`src/small_matrix_multiply_core_assert.svh`:
```
// Assertion macros shared by the matrix multiply modules.
`ifndef SMALL_MATRIX_MULTIPLY_CORE_ASSERT_SVH
`define SMALL_MATRIX_MULTIPLY_CORE_ASSERT_SVH

// Condition and consequence checked at the same clock edge.
`define SMM_ASSERT_SAME(label, ante, cons, msg) \
	label: assert property (@(posedge clk) disable iff (!arst_n) (ante) |-> (cons)) \
		else $error(msg);

// Consequence checked at the clock edge after the condition.
`define SMM_ASSERT_NEXT(label, ante, cons, msg) \
	label: assert property (@(posedge clk) disable iff (!arst_n) (ante) |=> (cons)) \
		else $error(msg);

`endif

```
`src/smm_pkg.sv`:
```
// Types and constants shared by the matrix multiply modules.
package smm_pkg;

	localparam int COORD_W   = 3;
	localparam int DIM_W     = 4;
	localparam int ELEM_BITS = 16;
	localparam int FRAC_BITS = 8;
	localparam int OP_W      = 2;

	localparam logic [OP_W-1:0] OP_LOAD_A  = 2'd0;
	localparam logic [OP_W-1:0] OP_LOAD_B  = 2'd1;
	localparam logic [OP_W-1:0] OP_COMPUTE = 2'd2;

	localparam logic [1:0] REG_A_ROWS = 2'd0;
	localparam logic [1:0] REG_A_COLS = 2'd1;
	localparam logic [1:0] REG_B_ROWS = 2'd2;
	localparam logic [1:0] REG_B_COLS = 2'd3;

	localparam logic STATUS_OK       = 1'b0;
	localparam logic STATUS_MISMATCH = 1'b1;

	typedef enum logic [2:0] {
		ST_IDLE,
		ST_MAC,
		ST_DRAIN,
		ST_EMIT,
		ST_ERR
	} smm_state_t;

	// effective (clamped) matrix sizes
	typedef struct packed {
		logic [DIM_W-1:0] a_rows;
		logic [DIM_W-1:0] a_cols;
		logic [DIM_W-1:0] b_rows;
		logic [DIM_W-1:0] b_cols;
	} smm_dims_t;

	// controller -> datapath
	typedef struct packed {
		logic               wr_a;
		logic               wr_b;
		logic               rd_en;
		logic               clr_acc;
		logic               emit_elem;
		logic               emit_err;
		logic               last;
		logic [COORD_W-1:0] row;
		logic [COORD_W-1:0] col;
		logic [COORD_W-1:0] k;
	} smm_cmd_t;

	// datapath -> controller
	typedef struct packed {
		logic pipe_busy;
		logic slot_free;
	} smm_sts_t;

endpackage

```
`src/smm_ctrl.sv`:
```
// Sequencer: walks rows, columns and the inner sum of the product.
module smm_ctrl
	import smm_pkg::*;
#(
	parameter int MAX_DIM = 8
) (
	input  logic            clk,
	input  logic            arst_n,
	input  logic            s_tvalid,
	output logic            s_tready,
	input  logic [OP_W-1:0] op,
	input  smm_dims_t       dims,
	input  smm_sts_t        sts,
	output smm_cmd_t        cmd
);

	localparam int IDX_W = (MAX_DIM > 1) ? $clog2(MAX_DIM) : 1;

	smm_state_t       state_q, state_d;
	logic [IDX_W-1:0] i_q, j_q, k_q;
	logic             last_k, last_i, last_j, last_ij;

	assign last_k  = (DIM_W'(k_q) + DIM_W'(1)) == dims.a_cols;
	assign last_i  = (DIM_W'(i_q) + DIM_W'(1)) == dims.a_rows;
	assign last_j  = (DIM_W'(j_q) + DIM_W'(1)) == dims.b_cols;
	assign last_ij = last_i && last_j;

	always_comb begin
		state_d = state_q;
		case (state_q)
			ST_IDLE: begin
				if (s_tvalid && op == OP_COMPUTE) begin
					state_d = (dims.a_cols != dims.b_rows) ? ST_ERR : ST_MAC;
				end
			end
			ST_MAC: begin
				if (last_k) begin
					state_d = ST_DRAIN;
				end
			end
			ST_DRAIN: begin
				if (!sts.pipe_busy) begin
					state_d = ST_EMIT;
				end
			end
			ST_EMIT: begin
				if (sts.slot_free) begin
					state_d = last_ij ? ST_IDLE : ST_MAC;
				end
			end
			ST_ERR: begin
				if (sts.slot_free) begin
					state_d = ST_IDLE;
				end
			end
			default: state_d = ST_IDLE;
		endcase
	end

	always_comb begin
		s_tready      = 1'b0;
		cmd           = '0;
		cmd.row       = COORD_W'(i_q);
		cmd.col       = COORD_W'(j_q);
		cmd.k         = COORD_W'(k_q);
		case (state_q)
			ST_IDLE: begin
				s_tready = 1'b1;
				cmd.wr_a = s_tvalid && op == OP_LOAD_A;
				cmd.wr_b = s_tvalid && op == OP_LOAD_B;
			end
			ST_MAC: begin
				cmd.rd_en   = 1'b1;
				cmd.clr_acc = k_q == '0;
			end
			ST_EMIT: begin
				cmd.emit_elem = sts.slot_free;
				cmd.last      = last_ij;
			end
			ST_ERR: begin
				cmd.emit_err = sts.slot_free;
				cmd.last     = 1'b1;
			end
			default: ;
		endcase
	end

	always_ff @(posedge clk or negedge arst_n) begin
		if (!arst_n) begin
			state_q <= ST_IDLE;
			i_q     <= '0;
			j_q     <= '0;
			k_q     <= '0;
		end else begin
			state_q <= state_d;
			case (state_q)
				ST_IDLE: begin
					i_q <= '0;
					j_q <= '0;
					k_q <= '0;
				end
				ST_MAC: begin
					k_q <= last_k ? '0 : k_q + IDX_W'(1);
				end
				ST_EMIT: begin
					if (sts.slot_free && !last_ij) begin
						if (last_j) begin
							j_q <= '0;
							i_q <= i_q + IDX_W'(1);
						end else begin
							j_q <= j_q + IDX_W'(1);
						end
					end
				end
				default: ;
			endcase
		end
	end

`include "small_matrix_multiply_core_assert.svh"

	`SMM_ASSERT_NEXT(a_last_to_idle, (cmd.emit_elem || cmd.emit_err) && cmd.last, state_q == ST_IDLE, "run did not end after last word")
	`SMM_ASSERT_SAME(a_emit_drained, cmd.emit_elem, !sts.pipe_busy, "element emitted before sum complete")
	`SMM_ASSERT_SAME(a_load_accepted, cmd.wr_a || cmd.wr_b, s_tvalid && s_tready, "store write without accepted word")

endmodule

```
`src/smm_dp.sv`:
```
// Datapath: element stores, multiply-accumulate pipe, rounding and output register.
module smm_dp
	import smm_pkg::*;
#(
	parameter int MAX_DIM = 8
) (
	input  logic                 clk,
	input  logic                 arst_n,
	input  smm_cmd_t             cmd,
	input  logic [COORD_W-1:0]   elem_row,
	input  logic [COORD_W-1:0]   elem_col,
	input  logic [ELEM_BITS-1:0] elem_value,
	input  logic                 m_tready,
	output smm_sts_t             sts,
	output logic                 out_valid,
	output logic                 out_status,
	output logic [COORD_W-1:0]   out_row,
	output logic [COORD_W-1:0]   out_col,
	output logic [ELEM_BITS-1:0] out_value,
	output logic                 out_last
);

	localparam int IDX_W  = (MAX_DIM > 1) ? $clog2(MAX_DIM) : 1;
	localparam int ADDR_W = 2 * IDX_W;
	localparam int DEPTH  = 1 << ADDR_W;
	localparam int PROD_W = 2 * ELEM_BITS;
	localparam int ACC_W  = PROD_W + IDX_W + 1;
	localparam logic signed [ACC_W-1:0] SAT_HI = ACC_W'((2 ** (ELEM_BITS - 1)) - 1);
	localparam logic signed [ACC_W-1:0] SAT_LO = ~SAT_HI;

	logic [ELEM_BITS-1:0] mem_a_q [DEPTH];
	logic [ELEM_BITS-1:0] mem_b_q [DEPTH];

	logic                      in_range;
	logic [ADDR_W-1:0]         wr_addr, rd_addr_a, rd_addr_b;
	logic signed [ELEM_BITS-1:0] a_s1, b_s1;
	logic                      v_s1, v_s2;
	logic signed [PROD_W-1:0]  prod_s2;
	logic signed [ACC_W-1:0]   acc_q;
	logic signed [ACC_W-1:0]   shifted;
	logic [ELEM_BITS-1:0]      sat_value;
	logic                      out_valid_q, out_status_q, out_last_q;
	logic [COORD_W-1:0]        out_row_q, out_col_q;
	logic [ELEM_BITS-1:0]      out_value_q;
	logic                      emit;

	assign in_range  = (DIM_W'(elem_row) < DIM_W'(MAX_DIM)) && (DIM_W'(elem_col) < DIM_W'(MAX_DIM));
	assign wr_addr   = {elem_row[IDX_W-1:0], elem_col[IDX_W-1:0]};
	assign rd_addr_a = {cmd.row[IDX_W-1:0], cmd.k[IDX_W-1:0]};
	assign rd_addr_b = {cmd.k[IDX_W-1:0], cmd.col[IDX_W-1:0]};

	// stores: one write port for loads, one registered read port for the walk
	always_ff @(posedge clk) begin
		if (cmd.wr_a && in_range) begin
			mem_a_q[wr_addr] <= elem_value;
		end
		if (cmd.wr_b && in_range) begin
			mem_b_q[wr_addr] <= elem_value;
		end
		a_s1    <= mem_a_q[rd_addr_a];
		b_s1    <= mem_b_q[rd_addr_b];
		prod_s2 <= a_s1 * b_s1;
	end

	always_ff @(posedge clk or negedge arst_n) begin
		if (!arst_n) begin
			v_s1 <= 1'b0;
			v_s2 <= 1'b0;
		end else begin
			v_s1 <= cmd.rd_en;
			v_s2 <= v_s1;
		end
	end

	// full-width sum; no overflow possible at this width
	always_ff @(posedge clk) begin
		if (cmd.clr_acc) begin
			acc_q <= '0;
		end else if (v_s2) begin
			acc_q <= acc_q + {{(ACC_W - PROD_W){prod_s2[PROD_W-1]}}, prod_s2};
		end
	end

	// floor to Q8.8 then clamp
	assign shifted = acc_q >>> FRAC_BITS;

	always_comb begin
		if (shifted > SAT_HI) begin
			sat_value = SAT_HI[ELEM_BITS-1:0];
		end else if (shifted < SAT_LO) begin
			sat_value = SAT_LO[ELEM_BITS-1:0];
		end else begin
			sat_value = shifted[ELEM_BITS-1:0];
		end
	end

	assign emit = cmd.emit_elem || cmd.emit_err;

	always_ff @(posedge clk or negedge arst_n) begin
		if (!arst_n) begin
			out_valid_q <= 1'b0;
		end else if (emit) begin
			out_valid_q <= 1'b1;
		end else if (m_tready) begin
			out_valid_q <= 1'b0;
		end
	end

	always_ff @(posedge clk) begin
		if (cmd.emit_err) begin
			out_status_q <= STATUS_MISMATCH;
			out_row_q    <= '0;
			out_col_q    <= '0;
			out_value_q  <= '0;
			out_last_q   <= 1'b1;
		end else if (cmd.emit_elem) begin
			out_status_q <= STATUS_OK;
			out_row_q    <= cmd.row;
			out_col_q    <= cmd.col;
			out_value_q  <= sat_value;
			out_last_q   <= cmd.last;
		end
	end

	assign sts.pipe_busy = v_s1 || v_s2;
	assign sts.slot_free = !out_valid_q || m_tready;

	assign out_valid  = out_valid_q;
	assign out_status = out_status_q;
	assign out_row    = out_row_q;
	assign out_col    = out_col_q;
	assign out_value  = out_value_q;
	assign out_last   = out_last_q;

`include "small_matrix_multiply_core_assert.svh"

	`SMM_ASSERT_SAME(a_emit_slot, emit, !out_valid_q || m_tready, "output word overwritten")
	`SMM_ASSERT_SAME(a_clr_idle_pipe, cmd.clr_acc, !v_s2, "sum cleared with product in flight")
	`SMM_ASSERT_SAME(a_load_quiet, cmd.wr_a || cmd.wr_b, !(v_s1 || v_s2), "store write during walk")

endmodule

```
`src/small_matrix_multiply_core.sv`:
```
// Top level of the small signed Q8.8 matrix multiplier.
//
// Input stream (s_t*): each word is a load of one element of A or B, or a compute
//   command; s_tuser carries the operation. Loads and op 3 give no output word.
//   Loads with a row or column outside the store are dropped.
// Output stream (m_t*): a compute emits A x B in row-major order, m_tlast on the
//   final element; when a_cols differs from b_rows it emits one word with
//   m_tuser set, all data zero and m_tlast high.
// Timing: each product element is built from a_cols reads of the two stores, a multiply
//   stage, the accumulate, then the output load. A mismatch word is loaded into the
//   output register once it is free, after the command is taken. The input is held
//   off for the whole compute run; the next word is taken once the last result sits
//   in the output register, even if the receiver has not yet taken it.
// Stall: a low m_tready freezes the walk before the next element is written into
//   the single output register; nothing is lost or repeated.
// Config: APB registers a_rows, a_cols, b_rows, b_cols at 0x0, 0x4, 0x8, 0xC
//   (4 bits, reset 8; 0 is used as 1, above MAX_DIM as MAX_DIM). Write only while idle.
// Reset: arst_n clears control state; store contents are undefined until loaded.
module small_matrix_multiply_core
	import smm_pkg::*;
#(
	parameter int MAX_DIM = 8
) (
	input  logic        clk,
	input  logic        arst_n,
	// stream in
	input  logic        s_tvalid,
	output logic        s_tready,
	input  logic [23:0] s_tdata,   // elem_row[2:0], elem_col[5:3], elem_value[21:6], zero
	input  logic [1:0]  s_tuser,   // op[1:0]
	// stream out
	output logic        m_tvalid,
	input  logic        m_tready,
	output logic [23:0] m_tdata,   // out_row[2:0], out_col[5:3], out_value[21:6], zero
	output logic [0:0]  m_tuser,   // status[0]
	output logic        m_tlast,
	// register port
	input  logic        psel,
	input  logic        penable,
	input  logic        pwrite,
	input  logic [3:0]  paddr,
	input  logic [31:0] pwdata,
	output logic [31:0] prdata,
	output logic        pready
);

	logic [DIM_W-1:0] a_rows_q, a_cols_q, b_rows_q, b_cols_q;
	logic             cfg_wr;
	logic [DIM_W-1:0] rd_val;
	smm_dims_t        dims;
	smm_cmd_t         cmd;
	smm_sts_t         sts;
	logic             out_status, out_last;
	logic [COORD_W-1:0]   out_row, out_col;
	logic [ELEM_BITS-1:0] out_value;

	function automatic logic [DIM_W-1:0] clamp_dim(input logic [DIM_W-1:0] d);
		logic [DIM_W-1:0] r;
		if (d == '0) begin
			r = DIM_W'(1);
		end else if (d > DIM_W'(MAX_DIM)) begin
			r = DIM_W'(MAX_DIM);
		end else begin
			r = d;
		end
		return r;
	endfunction

	// ---- register port: zero wait states, decode on word address ----
	assign pready = 1'b1;
	assign cfg_wr = psel && penable && pwrite && pready;

	always_ff @(posedge clk or negedge arst_n) begin
		if (!arst_n) begin
			a_rows_q <= DIM_W'(8);
			a_cols_q <= DIM_W'(8);
			b_rows_q <= DIM_W'(8);
			b_cols_q <= DIM_W'(8);
		end else if (cfg_wr) begin
			case (paddr[3:2])
				REG_A_ROWS: a_rows_q <= pwdata[DIM_W-1:0];
				REG_A_COLS: a_cols_q <= pwdata[DIM_W-1:0];
				REG_B_ROWS: b_rows_q <= pwdata[DIM_W-1:0];
				REG_B_COLS: b_cols_q <= pwdata[DIM_W-1:0];
				default: ;
			endcase
		end
	end

	always_comb begin
		case (paddr[3:2])
			REG_A_ROWS: rd_val = a_rows_q;
			REG_A_COLS: rd_val = a_cols_q;
			REG_B_ROWS: rd_val = b_rows_q;
			REG_B_COLS: rd_val = b_cols_q;
			default:    rd_val = '0;
		endcase
	end

	assign prdata = {{(32 - DIM_W){1'b0}}, rd_val};

	// sizes the sequencer works with
	assign dims.a_rows = clamp_dim(a_rows_q);
	assign dims.a_cols = clamp_dim(a_cols_q);
	assign dims.b_rows = clamp_dim(b_rows_q);
	assign dims.b_cols = clamp_dim(b_cols_q);

	smm_ctrl #(
		.MAX_DIM (MAX_DIM)
	) u_ctrl (
		.clk      (clk),
		.arst_n   (arst_n),
		.s_tvalid (s_tvalid),
		.s_tready (s_tready),
		.op       (s_tuser),
		.dims     (dims),
		.sts      (sts),
		.cmd      (cmd)
	);

	smm_dp #(
		.MAX_DIM (MAX_DIM)
	) u_dp (
		.clk        (clk),
		.arst_n     (arst_n),
		.cmd        (cmd),
		.elem_row   (s_tdata[2:0]),
		.elem_col   (s_tdata[5:3]),
		.elem_value (s_tdata[21:6]),
		.m_tready   (m_tready),
		.sts        (sts),
		.out_valid  (m_tvalid),
		.out_status (out_status),
		.out_row    (out_row),
		.out_col    (out_col),
		.out_value  (out_value),
		.out_last   (out_last)
	);

	assign m_tdata = {2'b00, out_value, out_col, out_row};
	assign m_tuser = out_status;
	assign m_tlast = out_last;

endmodule
```
`config.mk`:
```
export PLATFORM = sky130hd
export DESIGN_NAME = small_matrix_multiply_core
export DESIGN_NICKNAME = d
export VERILOG_FILES = /design/src/smm_pkg.sv /design/src/smm_ctrl.sv /design/src/smm_dp.sv /design/src/small_matrix_multiply_core.sv
export VERILOG_INCLUDE_DIRS = /design/src /design/src/src
export SDC_FILE = /design/constraint.sdc
export NUM_CORES = 2
export LEC_CHECK = 0
export BUFFER_PORTS_ARGS = -buffer_cell sky130_fd_sc_hd__buf_2
export CAP_MARGIN = 40
export CORE_MARGIN = 10
export CORE_UTILIZATION = 60
export CTS_CLUSTER_DIAMETER = 30
export CTS_CLUSTER_SIZE = 24
export DETAILED_ROUTE_END_ITERATION = 10
export PLACE_DENSITY = 0.76
export SYNTH_ARGS = -nofsm -noshare
export SYNTH_HDL_FRONTEND = slang
export SYNTH_SLANG_ARGS = --single-unit
export TNS_END_PERCENT = 20
```
`constraint.sdc`:
```
create_clock -name clk -period 8.1 [get_ports clk]
set_input_delay 2.025 -clock clk [delete_from_list [all_inputs] [get_ports clk]]
set_output_delay 2.025 -clock clk [all_outputs]
set_load 0.1 [all_outputs]
```
==> results.py <==
metrics = {
    "global_route": {
        "grt_overflow_total": 0,
        "grt_pass1_wl_um": 382500,
        "grt_max_degree": 132,
        "grt_use_total": 0.2981,
        "grt_pass1_vias": 56130,
        "antenna_found_initial": 27,
    },
    "timing": {
        "slew_headroom": 0.2563,
        "worstMarginPinSlew_ns": 1.116,
        "tns_ns": 0,
        "setup_viol": 0,
        "fin_crit_sh": 0.8379,
        "drv_slew": 0,
        "finalHoldViolations": 0,
        "skew_ns": 0.1138,
        "clock.fmax_mhz": 147.3,
        "rsz0062_at_grt": "false",
        "fin_crit_ns": 6.787,
    },
    "clocking": {
        "cts.sinks": 2203,
        "cts_resized": 0,
        "cts-root-buf": "clkbuf_16",
        "hold_buffers": 0,
        "post-cts-setup-buffer-count": 0,
        "cts_buffers": 394,
        "htreeDepth": 5,
        "clock_latency_ns": 0.99,
        "path_clk_slew_ns": 0.05,
        "max-clock-path-buffers": 4,
        "cts_tree": "built",
    },
    "die": {
        "dieArea_mm2": 0.1756,
        "core_mm2": 0.1584,
        "die_x_um": 419.1,
        "fp.dieH_um": 419.1,
        "initial_core_util": 0.6033,
        "ioPinCount": 130,
        "num_rows": 146,
    },
    "flow_run": {
        "maxCapViolCount": 0,
    },
    "placed_design": {
        "dp_hpwl_um": 136400,
        "port_buffers": 66,
        "gp_congestion": 0.8730,
    },
    "worst_setup_path": {
        "path_max_fanout": 16,
        "reg2reg_from": "u_dp.b_s1[1]",
        "end_kind": "flop",
        "ff2ff_setup_slack_ns": 1.31,
        "critPathArrivalTime_ns": 7.57,
        "required_ns": 8.88,
        "worstRegToRegCells": 20,
        "start_kind": "flop",
        "critPathKind": "reg -> reg",
        "rr_endpoint": "u_dp.prod_s2[31]",
    },
    "hold_path": {
        "hold_class": "reg -> reg",
        "worstHoldEndpoint": "u_dp.v_s2",
        "hold_path.startpoint": "u_dp.v_s1",
        "hold_depth": 0,
    },
    "yosys": {
        "ys_async_sr_fraction": 0.01407,
        "synth_edf_count": 2048,
        "synthCells": 5322,
        "ys_types": 76,
        "synth_flop_cell": "edfxtp_1",
        "seq_area_frac_synth": 0.6778,
        "syn-cell-area_mm2": 0.09555,
        "syn_area_per_cell_um2": 17.95,
        "synth-seq-cells": 2203,
        "yosysWarnings": 0,
    },
    "routing": {
        "first_pass_iters": 7,
        "num_vias": 54300,
        "wirelength_um": 266200,
        "drtIter0Drc": 7698,
        "routedWlPerCell_um": 32.72,
        "ant_nets": 0,
        "drcViolationCount": 0,
        "avgViaCountPerCell": 6.673,
    },
    "finish": {
        "final_layout_size_suffix_gt1_frac": 0.2346,
        "fin_nets": 6168,
        "area_growth_pct": 18.11,
        "utilization": 0.7125,
    },
    "run_status": {
        "status": "complete, no violations",
    },
}
placed cells by master, fill, tap and decap left out, drive strengths merged, types with 31 or more instances in the layout:
cell type / Yosys / routed
inv: 318 / 332
nor2: 236 / 236
clkinvlp: 0 / 46
clkbuf: 146 / 448
dfxtp: 124 / 124
fa: 263 / 263
xnor2: 52 / 52
o221ai: 129 / 129
o21ai: 64 / 64
clkinv: 0 / 123
diode: 0 / 41
and2: 123 / 123
ha: 121 / 121
mux2i: 275 / 275
edfxtp: 2048 / 2048
nand2: 271 / 271
bufinv: 0 / 74
mux4: 484 / 484
buf: 145 / 259
o22ai: 72 / 72
a21oi: 132 / 132
conb: 2 / 31
per-stage QoR:
stage | instance area [um^2] | setup slack, ns | std cells | hold WS (ns)
6_report | 112900 | 1.313 | 8137 | 0.3935
5_1_grt | 112800 | 0.8936 | 8128 | 0.4024
4_1_cts | 112700 | 1.265 | 8093 | 0.3925
3_5_place_dp | 98990 | 1.240 | 7388 | 0.3706
3_3_place_gp | 98800 | 1.322 | 7375 | 0.3681
2_1_floorplan | 95660 | 1.856 | 5351 | 0.3545
per-layer routing:
metal	global-route usage	share of wire	vias up
met4	0.1756	0.066	18
met3	0.07524	0.10	844
li1	-	-	21630
met5	0.001913	0.00048	-
met2	0.4887	0.49	3948
met1	0.3595	0.34	27860
worst max-delay path by stage:
| stage | startpoint | endpoint | slack, ns | depth (start not counted) |
|---|---|---|---|---|
| floorplan | u_dp.a_s1[15] | u_dp.prod_s2[30] | 1.86 | 20 |
| CTS | u_dp.b_s1[1] | u_dp.prod_s2[31] | 1.26 | 20 |
| finish | u_dp.b_s1[1] | u_dp.prod_s2[31] | 1.31 | 20 |
| global placement | u_dp.b_s1[1] | u_dp.prod_s2[31] | 1.32 | 20 |
| detailed placement | u_dp.b_s1[1] | u_dp.prod_s2[31] | 1.24 | 20 |
| global route | u_dp.b_s1[1] | u_dp.prod_s2[31] | 0.89 | 19 |
sequential cells by signal, indices dropped and copies added, names as in the netlist, 3 cells and up:
signal          cells
u_dp.mem_a_q     1024
u_dp.mem_b_q     1024
u_dp.acc_q         36
u_dp.prod_s2       32
u_dp.a_s1          16
u_dp.b_s1          16
u_dp.out_value     16
a_cols_q            4
a_rows_q            4
b_cols_q            4
b_rows_q            4
u_ctrl.i_q          3
u_ctrl.j_q          3
u_ctrl.k_q          3
u_ctrl.state_q      3
u_dp.out_col        3
u_dp.out_row        3
logic make-up (layout without fill, tap and decap cells):
group	Yosys count	in the layout	synth area share
adders and majority gates	384	384	0.07095
DFF	2203	2203	0.6778
muxes	776	776	0.1449
other	2	72	0.00007860
buffers and inverters	609	1282	0.02639
AOI/OAI and AO/OA	510	510	0.03664
xor gates and xnor gates	69	69	0.006325
and+or+nand+nor	769	769	0.03695
synth_stat cells (all sizes together) (15+ instances only):
| cell | count | area [um^2] |
|---|---|---|
| mux2 | 17 | 191.4 |
| a21o | 17 | 127.6 |
| fa | 263 | 5265 |
| xnor2 | 52 | 455.4 |
| dfrtp | 27 | 675.7 |
| nand2 | 271 | 1017 |
| and2 | 123 | 769.5 |
| o21a | 15 | 112.6 |
| inv | 318 | 1194 |
| xor2 | 17 | 148.9 |
| buf | 145 | 779.5 |
| nand3 | 30 | 150.1 |
| ha | 121 | 1514 |
| nor2 | 236 | 893.4 |
| dfxtp | 124 | 2482 |
| o221ai | 129 | 1130 |
| mux2i | 275 | 2753 |
| mux4 | 484 | 10900 |
| nor3 | 23 | 115.1 |
| nand2b | 17 | 106.4 |
| o22ai | 72 | 450.4 |
| a21oi | 132 | 668.1 |
| o21ai | 64 | 320.3 |
| edfxtp | 2048 | 61500 |
| clkbuf | 146 | 548.0 |
area by class of cell:
type	instances	area [um^2]
multi-input combinational	2539	28410
timing repair buffer	259	2088
tap	2072	2592
inverter	318	1194
sequential	2203	64790
fill	8786	45530
clock buffer	448	10310
antenna	41	102.6
clock inverter	257	3367
worst max-delay path: stages (launching register included):
cell and delay, ns:
dfxtp_1 0.74, nand2_1 0.20, inv_1 0.18, fa_1 0.54, fa_1 0.83, fa_1 0.51
fa_1 0.51, fa_1 0.49, inv_1 0.05, fa_1 0.47, inv_1 0.04, ha_1 0.35
a21o_1 0.21, a211oi_1 0.31, o211ai_1 0.15, nand3b_1 0.10, o21ai_1 0.16, a2111o_1 0.44
a21oi_1 0.19, o21bai_1 0.10, xnor2_1 0.12
Power is left out: the tool's default activity adds up to more than one toggle a clock period on the data nets, which glitch-free logic cannot reach.
